## src/rtl/assert_macros.svh

```systemverilog
// Assertion macros shared by the CAN signal codec RTL.
// Every macro samples on clk and is disabled while rst is high.
`ifndef ASSERT_MACROS_SVH
`define ASSERT_MACROS_SVH

// Same-cycle implication: cons must hold whenever ante holds.
`define CSBF_ASSERT_IMPLY(label, ante, cons, msg) \
  label: assert property (@(posedge clk) disable iff (rst) (ante) |-> (cons)) \
    else $error(msg);

// Next-cycle implication: cons must hold in the cycle after ante holds.
`define CSBF_ASSERT_NEXT(label, ante, cons, msg) \
  label: assert property (@(posedge clk) disable iff (rst) (ante) |=> (cons)) \
    else $error(msg);

`endif

```

## src/rtl/csbf_pkg.sv

```systemverilog
// Shared types, constants and helpers for the CAN signal bit-field codec.
// No dependencies; used by csbf_prep and can_signal_bit_field_codec.
`default_nettype none

package csbf_pkg;

  localparam int PAYLOAD_BYTES = 8;
  localparam int BYTE_W        = 8;
  localparam int FRAME_W       = 64;
  localparam int WIN_W         = 2 * FRAME_W;
  localparam int START_W       = 6;
  localparam int LEN_W         = 7;
  localparam int SHIFT_W       = 8;
  localparam int FINE_W        = 3;
  localparam int NUM_BYTES     = FRAME_W / BYTE_W;

  // Frame bits that belong to the payload; higher bits pass through untouched.
  localparam logic [FRAME_W-1:0] PAYLOAD_MASK =
    {FRAME_W{1'b1}} >> (FRAME_W - PAYLOAD_BYTES * BYTE_W);

  // Operation selected by the tuser bit of an input beat.
  typedef enum logic {
    KIND_EXTRACT = 1'b0,
    KIND_INSERT  = 1'b1
  } kind_t;

  // Decoded access, registered at the end of the first stage.
  typedef struct packed {
    kind_t              kind;
    logic               is_signed;
    logic               intel;
    logic [LEN_W-1:0]   len;
    logic [FRAME_W-1:0] mask;
    logic [FRAME_W-1:0] frame;
    logic [FRAME_W-1:0] word;
    logic [FRAME_W-1:0] value;
    logic               sat;
    logic [SHIFT_W-1:0] shamt;
  } prep_t;

  // Reverse the byte order of a frame; Motorola fields are linear in this view.
  function automatic logic [FRAME_W-1:0] byte_swap(input logic [FRAME_W-1:0] w);
    logic [FRAME_W-1:0] r;
    r = '0;
    for (int b = 0; b < NUM_BYTES; b++) begin
      r[b*BYTE_W +: BYTE_W] = w[(NUM_BYTES-1-b)*BYTE_W +: BYTE_W];
    end
    return r;
  endfunction

  // Payload bits in the working view (frame order or byte-swapped order).
  function automatic logic [FRAME_W-1:0] payload_view(input logic intel);
    return intel ? PAYLOAD_MASK : byte_swap(PAYLOAD_MASK);
  endfunction

endpackage

`default_nettype wire

```

## src/rtl/csbf_prep.sv

```systemverilog
// Access decode for the CAN signal codec: length clamp, field mask,
// saturation, working view of the frame and window shift amount. Uses csbf_pkg.
`default_nettype none

module csbf_prep
  import csbf_pkg::*;
(
  input  kind_t              kind,
  input  logic [FRAME_W-1:0] frame_bytes,
  input  logic [START_W-1:0] start_bit,
  input  logic [LEN_W-1:0]   bit_length,
  input  logic               intel_order,
  input  logic               sign_extend,
  input  logic [FRAME_W-1:0] write_value,
  output prep_t              prep
);

  logic [LEN_W-1:0]   len_c;
  logic [FRAME_W-1:0] mask;
  logic               sat;
  logic [START_W-1:0] msb_lin;

  // Lengths above the frame width act as a full-width field.
  assign len_c = (bit_length > LEN_W'(FRAME_W)) ? LEN_W'(FRAME_W) : bit_length;
  assign mask  = len_c[LEN_W-1] ? {FRAME_W{1'b1}}
                                : ~({FRAME_W{1'b1}} << len_c[START_W-1:0]);

  // A value overflows when any bit at or above the field length is set.
  assign sat = !len_c[LEN_W-1] && (|(write_value >> len_c[START_W-1:0]));

  // Motorola start bit as a position in the byte-swapped, bit-reversed walk.
  assign msb_lin = {start_bit[START_W-1:3], ~start_bit[2:0]};

  // The field sits at window bit 64 + offset; the shift amount is that index.
  always_comb begin
    prep.kind      = kind;
    prep.is_signed = sign_extend;
    prep.intel     = intel_order;
    prep.len       = len_c;
    prep.mask      = mask;
    prep.frame     = frame_bytes;
    prep.word      = intel_order ? frame_bytes : byte_swap(frame_bytes);
    prep.value     = sat ? mask : write_value;
    prep.sat       = sat;
    if (intel_order) begin
      prep.shamt = SHIFT_W'(FRAME_W) + SHIFT_W'(start_bit);
    end else begin
      prep.shamt = SHIFT_W'(WIN_W) - SHIFT_W'(msb_lin) - SHIFT_W'(len_c);
    end
  end

endmodule

`default_nettype wire

```

## src/rtl/can_signal_bit_field_codec.sv

```systemverilog
// CAN signal bit-field codec: extracts or inserts one DBC signal in a payload.
// Pipeline stages from input beat to output beat: decode, byte shift,
// bit shift and merge, result register. One beat per cycle unless stalled.
// Each stage moves on its own, so bubbles close up under back-pressure.
// Synchronous active-high rst empties the pipeline; payload is not cleared.
`default_nettype none

module can_signal_bit_field_codec
  import csbf_pkg::*;
(
  input  logic         clk,
  input  logic         rst,
  input  logic         s_tvalid,
  output logic         s_tready,
  // Low to high: frame_bytes[63:0], start_bit[69:64], bit_length[76:70],
  // intel_order[77], sign_extend[78], write_value[142:79], zero pad[143].
  input  logic [143:0] s_tdata,
  // kind: 0 extract, 1 insert.
  input  logic         s_tuser,
  output logic         m_tvalid,
  input  logic         m_tready,
  // Low to high: raw_value[63:0], extended_value[127:64], frame_out[191:128],
  // saturated[192], zero pad[199:193].
  output logic [199:0] m_tdata
);

  `include "assert_macros.svh"

  // Second stage: window shifted by whole bytes.
  typedef struct packed {
    kind_t              kind;
    logic               is_signed;
    logic               intel;
    logic [LEN_W-1:0]   len;
    logic [FRAME_W-1:0] mask;
    logic [FRAME_W-1:0] frame;
    logic [FRAME_W-1:0] word;
    logic               sat;
    logic [FINE_W-1:0]  fine;
    logic [WIN_W-1:0]   xr;
    logic [WIN_W-1:0]   ml;
    logic [WIN_W-1:0]   vl;
  } st2_t;

  // Third stage: extracted field and merged working word.
  typedef struct packed {
    kind_t              kind;
    logic               is_signed;
    logic               intel;
    logic [LEN_W-1:0]   len;
    logic [FRAME_W-1:0] mask;
    logic [FRAME_W-1:0] frame;
    logic               sat;
    logic [FRAME_W-1:0] raw;
    logic [FRAME_W-1:0] wnew;
  } st3_t;

  prep_t st1_next, st1;
  st2_t  st2_next, st2;
  st3_t  st3_next, st3;

  logic v1, v2, v3, vo;
  logic en1, en2, en3, en_o;

  kind_t              out_kind;
  logic [FRAME_W-1:0] out_raw, out_raw_next;
  logic [FRAME_W-1:0] out_ext, out_ext_next;
  logic [FRAME_W-1:0] out_frame, out_frame_next;
  logic               out_sat, out_sat_next;

  logic [WIN_W-1:0]   win;
  logic [SHIFT_W-1:0] coarse;
  logic [WIN_W-1:0]   xr_f, ml_f, vl_f;
  logic [FRAME_W-1:0] fm;
  logic               sign_neg;

  // Stage enables: a stage loads when it is empty or its successor loads.
  assign en_o     = !vo || m_tready;
  assign en3      = !v3 || en_o;
  assign en2      = !v2 || en3;
  assign en1      = !v1 || en2;
  assign s_tready = en1;

  // Stage 1: decode the access.
  csbf_prep u_prep (
    .kind        (kind_t'(s_tuser)),
    .frame_bytes (s_tdata[63:0]),
    .start_bit   (s_tdata[69:64]),
    .bit_length  (s_tdata[76:70]),
    .intel_order (s_tdata[77]),
    .sign_extend (s_tdata[78]),
    .write_value (s_tdata[142:79]),
    .prep        (st1_next)
  );

  // Stage 2: coarse shift of the read window, field mask and value.
  assign win    = {st1.word & payload_view(st1.intel), {FRAME_W{1'b0}}};
  assign coarse = {st1.shamt[SHIFT_W-1:FINE_W], {FINE_W{1'b0}}};

  always_comb begin
    st2_next.kind      = st1.kind;
    st2_next.is_signed = st1.is_signed;
    st2_next.intel     = st1.intel;
    st2_next.len       = st1.len;
    st2_next.mask      = st1.mask;
    st2_next.frame     = st1.frame;
    st2_next.word      = st1.word;
    st2_next.sat       = st1.sat;
    st2_next.fine      = st1.shamt[FINE_W-1:0];
    st2_next.xr        = win >> coarse;
    st2_next.ml        = {{FRAME_W{1'b0}}, st1.mask} << coarse;
    st2_next.vl        = {{FRAME_W{1'b0}}, st1.value} << coarse;
  end

  // Stage 3: fine shift, then read the field or merge the new value.
  assign xr_f = st2.xr >> st2.fine;
  assign ml_f = st2.ml << st2.fine;
  assign vl_f = st2.vl << st2.fine;
  assign fm   = ml_f[WIN_W-1:FRAME_W] & payload_view(st2.intel);

  always_comb begin
    st3_next.kind      = st2.kind;
    st3_next.is_signed = st2.is_signed;
    st3_next.intel     = st2.intel;
    st3_next.len       = st2.len;
    st3_next.mask      = st2.mask;
    st3_next.frame     = st2.frame;
    st3_next.sat       = st2.sat;
    st3_next.raw       = xr_f[FRAME_W-1:0] & st2.mask;
    st3_next.wnew      = (st2.word & ~fm) | (vl_f[WIN_W-1:FRAME_W] & fm);
  end

  // Output stage: sign extension and result selection by kind.
  assign sign_neg = st3.is_signed && (st3.len != '0) && !st3.len[LEN_W-1] &&
                    st3.raw[st3.len[START_W-1:0] - START_W'(1)];

  always_comb begin
    if (st3.kind == KIND_INSERT) begin
      out_raw_next   = '0;
      out_ext_next   = '0;
      out_frame_next = st3.intel ? st3.wnew : byte_swap(st3.wnew);
      out_sat_next   = st3.sat;
    end else begin
      out_raw_next   = st3.raw;
      out_ext_next   = sign_neg ? (st3.raw | ~st3.mask) : st3.raw;
      out_frame_next = st3.frame;
      out_sat_next   = 1'b0;
    end
  end

  // Valid bits of the four stages.
  always_ff @(posedge clk) begin
    if (rst) begin
      v1 <= 1'b0;
      v2 <= 1'b0;
      v3 <= 1'b0;
      vo <= 1'b0;
    end else begin
      if (en1) begin
        v1 <= s_tvalid;
      end
      if (en2) begin
        v2 <= v1;
      end
      if (en3) begin
        v3 <= v2;
      end
      if (en_o) begin
        vo <= v3;
      end
    end
  end

  // Stage payload registers.
  always_ff @(posedge clk) begin
    if (en1) begin
      st1 <= st1_next;
    end
    if (en2) begin
      st2 <= st2_next;
    end
    if (en3) begin
      st3 <= st3_next;
    end
    if (en_o) begin
      out_kind  <= st3.kind;
      out_raw   <= out_raw_next;
      out_ext   <= out_ext_next;
      out_frame <= out_frame_next;
      out_sat   <= out_sat_next;
    end
  end

  assign m_tvalid = vo;
  assign m_tdata  = {7'b0, out_sat, out_frame, out_ext, out_raw};

  // An extract result never reports a clamp.
  `CSBF_ASSERT_IMPLY(a_extract_no_sat, vo && (out_kind == KIND_EXTRACT), !out_sat, "extract flagged saturation")
  // An insert result carries zero read values.
  `CSBF_ASSERT_IMPLY(a_insert_zero_read, vo && (out_kind == KIND_INSERT), (out_raw == '0) && (out_ext == '0), "insert returned read data")
  // A result in the last stage is kept while the output register cannot take it.
  `CSBF_ASSERT_NEXT(a_stage3_held, v3 && !en_o, v3, "stage 3 beat dropped under stall")

endmodule

`default_nettype wire
```

## config.mk

```make
export PLATFORM = sky130hd
export DESIGN_NAME = can_signal_bit_field_codec
export DESIGN_NICKNAME = d
export VERILOG_FILES = /design/src/rtl/csbf_pkg.sv /design/src/rtl/csbf_prep.sv /design/src/rtl/can_signal_bit_field_codec.sv
export VERILOG_INCLUDE_DIRS = /design/src /design/src/rtl
export SDC_FILE = /design/constraint.sdc
export NUM_CORES = 2
export LEC_CHECK = 0
export BUFFER_PORTS_ARGS = -buffer_cell sky130_fd_sc_hd__buf_4
export CORE_UTILIZATION = 31
export CTS_CLUSTER_DIAMETER = 120
export DETAILED_ROUTE_END_ITERATION = 12
export PLACE_DENSITY = 0.57
export SETUP_SLACK_MARGIN = 0.15
export SYNTH_ARGS = -nofsm -noshare
export SYNTH_HDL_FRONTEND = slang
export SYNTH_SLANG_ARGS = --single-unit
```

## constraint.sdc

```tcl
create_clock -name clk -period 14.8 [get_ports clk]
set_input_delay 0 -clock clk [delete_from_list [all_inputs] [get_ports clk]]
set_output_delay 0 -clock clk [all_outputs]
set_load 0.02 [all_outputs]
```

Yosys cells after proc, flatten, opt, wreduce, memory -nomap -nowiden. Index checks and enable logic that the tools add are counted.

Register bits after elaboration: 1329. Latch bits: 0. Bits in writable memories: 0. ROM bits: 0. Input port bits: 149. Output and inout port bits: 202. Memories kept: 0.

$add $sub $neg: 4. Multiply operators: 0. Divide/modulo/power cells: 0. Magnitude comparators: 2. Equal/unequal tests: 0. Shift operators: 8. Multiplexer cells: 10. Bitwise operators: 9. Reductions and logical operators: 16.

Operators with widths (number): 2-to-1 mux 64 bit (6); left shift 128 x 3 -> 128 bit (2); left shift 64 x 8 -> 128 bit (2); AND 64 bit (3); inverter 64 bit (3); bitwise OR 64 bit (2); right shift 128 x 3 -> 64 bit (1); right shift 128 x 8 -> 128 bit (1); OR reduction 64 bit (1); left shift 64 x 6 -> 64 bit, first input constant (1); right shift 64 x 6 -> 64 bit (1); adder 7 x 6 -> 8 bit, first input constant (1); 2-to-1 mux 8 bit (1); subtractor 8 x 6 -> 8 bit, first input constant (1); subtractor 8 x 7 -> 8 bit (1); > comparator 7 bit, second input constant (1); < comparator 6 x 7 -> 1 bit, second input constant (1); 2-to-1 mux 7 bit (1); nonzero test 7 bit (1); binary-select mux 1 bit (select 6 bit) (1); zero test 1 bit (6); subtractor 6 x 1 -> 6 bit, second input constant (1); logical AND 1 bit (4); logical OR 1 bit (4); other kinds (2) (2).

Longest topological paths before layout.
Depth in word-level cells: 6. Depth in mapped cells: 18.

Modules after synthesis. From an unflattened synthesis, not the netlist that was laid out.

Cell total of the unflattened synthesis: 4734. Area, all modules: 58628.7 um2.

Modules (own cells, without submodules): can_signal_bit_field_codec (times used 1, cells an instance 3761, area each 52362.7 um2); csbf_prep (times used 1, cells an instance 973, area each 6266.0 um2).

Least setup slack after synthesis. OpenSTA, ideal clock, no wires.

Path kind: register -> register. Start point: register vo, in the netlist m_tvalid. End point: register st2[100] (netlist bit), enable pin. Library setup time: 0.767 ns. Arrival: 8.838 ns. Required time: 14.033 ns. Slack: 5.195 ns. Cell stages (with the launch flop): 4. Buffers on the path: 0. Clock period less this slack: 9.605 ns. Cell sequence: dfxtp_1 > nor2b_1 > and3_1 > inv_1.

Word-level cells in the longest chain between the ends: 4.

RTL lines: start: declaration (RTL line can_signal_bit_field_codec.sv:62) `logic v1, v2, v3, vo;`; start signal: assignment (RTL line can_signal_bit_field_codec.sv:169) `vo <= v3;`; zero test 1 bit (RTL line can_signal_bit_field_codec.sv:78) `assign en_o = !vo || m_tready;`; logical OR 1 bit (RTL line can_signal_bit_field_codec.sv:78); logical OR 1 bit (RTL line can_signal_bit_field_codec.sv:79) `assign en3 = !v3 || en_o;`; logical OR 1 bit (RTL line can_signal_bit_field_codec.sv:80) `assign en2 = !v2 || en3;`; net en2 (RTL line can_signal_bit_field_codec.sv:63) `logic en1, en2, en3, en_o;`; end signal: assignment (RTL line can_signal_bit_field_codec.sv:180) `st2 <= st2_next;`; end: declaration (RTL line can_signal_bit_field_codec.sv:59) `st2_t st2_next, st2;`.

The timed path passes the listed nets, and every way through them passes these cells. A chain may end at the register's enable or synchronous reset.

==> results.ini <==
[yosys]
simple_gate_portion_of_the_synthesized_area_pct = 8.199
post_synth_mux_area_share_pct = 17.06
synth_compound_area_share_pct = 11.55
avgSynthCellArea_um2 = 13.31
number_of_flip_flops_and_latches_in_the_synthesized_netlist = 1155
post-synth-top-count-cell = edfxtp_1
yosysSeqAreaShare_pct = 60.15
yosys.area.top_type_share_pct = 60.01
yosys_most_used_dff = edfxtp_1
yosys-top-cells-area = edfxtp_1, mux2i_1, mux4_2, mux2_2, o21ai_0
post_synth_fa_ha_maj_area_fraction_pct = 0.3172
synth_cells = 4327
synth_warnings = 0
post_synth_most_frequent_cells = edfxtp_1, mux2i_1, nand2_1, nor2_1, o21ai_0
largest_family_of_logic_cells_by_synthesized_area = multiplexers
yosys.area_share.xor_xnor_pct = 0.1369
postSynth.asyncResetShare_pct = 0
netlist.top_cell.by_area = edfxtp_1
synth_enable_flop_cells = 1151
synthesis.area_mm2 = 0.05759
synth.distinct_cells = 92

[setup_path]
crit_required_ns = 15.32
crit_path_max_fanout = 61
crit_path_end = st1[49]
crit_path_start_kind = primary input
r2r-start = st2[384]
timing.critical_path.to_type = flip-flop
critical_path.startpoint = s_tdata[76]
regToRegEndpoint = st3[88]
critPathArrivalTime_ns = 7.02
reg2reg_setup_slack_ns = 9.79
timing.setup.critical_path_class = primary input to flip-flop
reg2reg_depth = 7

[route]
drt-total-wl_um = 206200
num_vias = 40651
detailed_router_s_first_iteration_violation_count = 4791
detail_route.wl_per_cell_um = 28.09
route.detailed.vias_per_inst = 5.539
drt_pass1_iterations = 6
post-route-drc-count = 0
antenna_violating_nets_post_route = 0

[placement]
placement.setup.worst_slack_ns = 8.698
gp_congestion = 0.9506
dpl-instance-area_mm2 = 0.06259
port_buffers = 342
dpl.hpwl_um = 150500
place_inst = 6889

[final_layout]
area_delta_synth_final_pct = 19.55
filler_cell_count = 17645
final_layout_size_suffix_gt1_share_pct = 20.50
finish.net_count = 4927
multiInputGateArea_mm2 = 0.02153
share_of_the_core_filled_with_cells_in_the_final_layout_pct = 37.45
final-seq-area_mm2 = 0.03464
design_area_mm2 = 0.06885
filler_free_cell_count_of_the_finished_design = 7339

[grt]
grt_pass1_vias = 38687
global_route.overflow_total = 0
antenna_found_initial = 26
pin_count_of_the_biggest_net_entering_global_routing = 154
grt_first_pass_wirelength_um = 288100
grt_use_total_pct = 21.47

[clock_network]
clock_tree.buffer_depth = 3
cts-htree-levels = 3
clk_pin_slew_ns = 0.06
clk_latency_ns = 0.78
cts_setup_buffers = 0
cts_inserted_buffers = 121
tritoncts = built
post_cts_resize_count = 0
numClockSinks = 1155
cts_root_buffer = clkbuf_16

[timing]
finClkSkew_ns = 0.03625
drv_slew = 0
timing.hold.ws_ns = 0.04303
worst_pin_slew_ns = 1.133
grt_setup_unrepaired = false
fin_setup_tns_ns = 0
post-route-worst-setup-slack_ns = 8.297
relative_slew_margins_pct = 24.44
setup_viols_final = 0
hold_violations = 0
min_period_ns = 6.503
layout_worst_path_cycle_share_pct = 43.94
fmaxAchievable_mhz = 153.8

[die]
coreArea_mm2 = 0.1839
die-height_um = 433.0
start_util_pct = 31.32
chipWidth_um = 433.0
placement_rows = 157
ioPinCount = 351
design.die.area_mm2 = 0.1875

[status]
run_status = complete, no violations

[min_path]
holdCritPathClass = primary input to flip-flop

[power]
ir_worst_vdd_mv = 0.1144
power.density_cell_area_mw_per_mm2 = 151.9
totalPowerFinal_mw = 10.46
p_leak_nw = 25.60

[run]
cap_violations = 0

[cell usage in the layout, fill, tap and decap left out, types with 125 or more instances in the layout]
cell type and instances:
mux4_2 151, a21oi_1 222, mux2i_1 393, edfxtp_1 1151, buf_4 407, clkbuf_16 125, nor2b_1 151, nand2_1 359
dlygate4sd3_1 216, mux2_2 196, nor2_1 321, o21ai_0 288
[how the worst min path moves through the flow]
stage                           start        to  slack [ns]  cells past startpoint
final                     s_tdata[50]  st1[187]        0.04                      2
after global routing      s_tdata[50]  st1[187]        0.03                      2
after CTS                 s_tdata[63]  st1[200]      0.0004                      2
after detailed placement  s_tdata[30]  st1[167]        0.19                      1
after global placement            rst        v3        0.19                      2
after floorplan                   rst  m_tvalid        0.07                      1
[flip-flops by register name, indices dropped and copies added (netlist names), 5 cells and up]
name / cells
st1: 269
st2: 418
coarse: 5
st3: 266
out_ext: 64
out_raw: 64
out_frame: 64
[routing by layer]
layer	GRT usage, %	share of wire, %	vias up
li1	-	-	17744
met1	28.56	41	20671
met2	35.05	48	1917
met3	3.076	7.1	313
met4	8.822	4.3	6
met5	0	0.014	-
[cells by family (layout without fill, tap and decap cells)]
logic type,count (synthesis),after routing
AO/OA/AOI/OAI,1014,1014
XOR/XNOR,9,9
adder cells (fa/ha/maj),14,14
buffers and inverters,363,898
flip-flops,1155,1155
multiplexers,762,762
other,1,14
AND/OR/NAND/NOR,1009,1009
[what timing repair did]
action	4_1_cts	5_1_grt
hold buffers	216	0
endpoints found under the setup margin	0	0
hold endpoints to repair	231	0
[area by class of cell]
class	count	area share, %
repair buffers	628	7.723
inverters	43	0.2562
flip-flops and latches	1155	50.32
well taps	2464	4.478
clock buffers	144	4.647
clock inverters	83	1.276
multi-input cells	2815	31.28
diodes	7	0.02544
[critical path: stages]
cell and delay, ns:
dlygate4sd3_1 0.53, buf_4 0.56, buf_4 0.43, nand2b_1 0.53, buf_4 0.44, inv_2 0.19
o31ai_1 0.11, o32ai_1 0.19, mux2i_1 0.46, o21ai_0 0.29, a22oi_1 0.22, o221a_2 0.25
nand4_1 0.30, o31ai_4 0.73, inv_2 0.63, mux2_1 0.50, dlygate4sd3_1 0.56
[where the power goes]
group	leakage [nW]	internal [mW]	switching [mW]	total (mW)
Sequential	12.5	4.26	0.406	4.66
Combinational	11.1	1.05	1.61	2.65
Clock	1.98	1.82	1.32	3.14
Power figures use the tool's default switching activity.
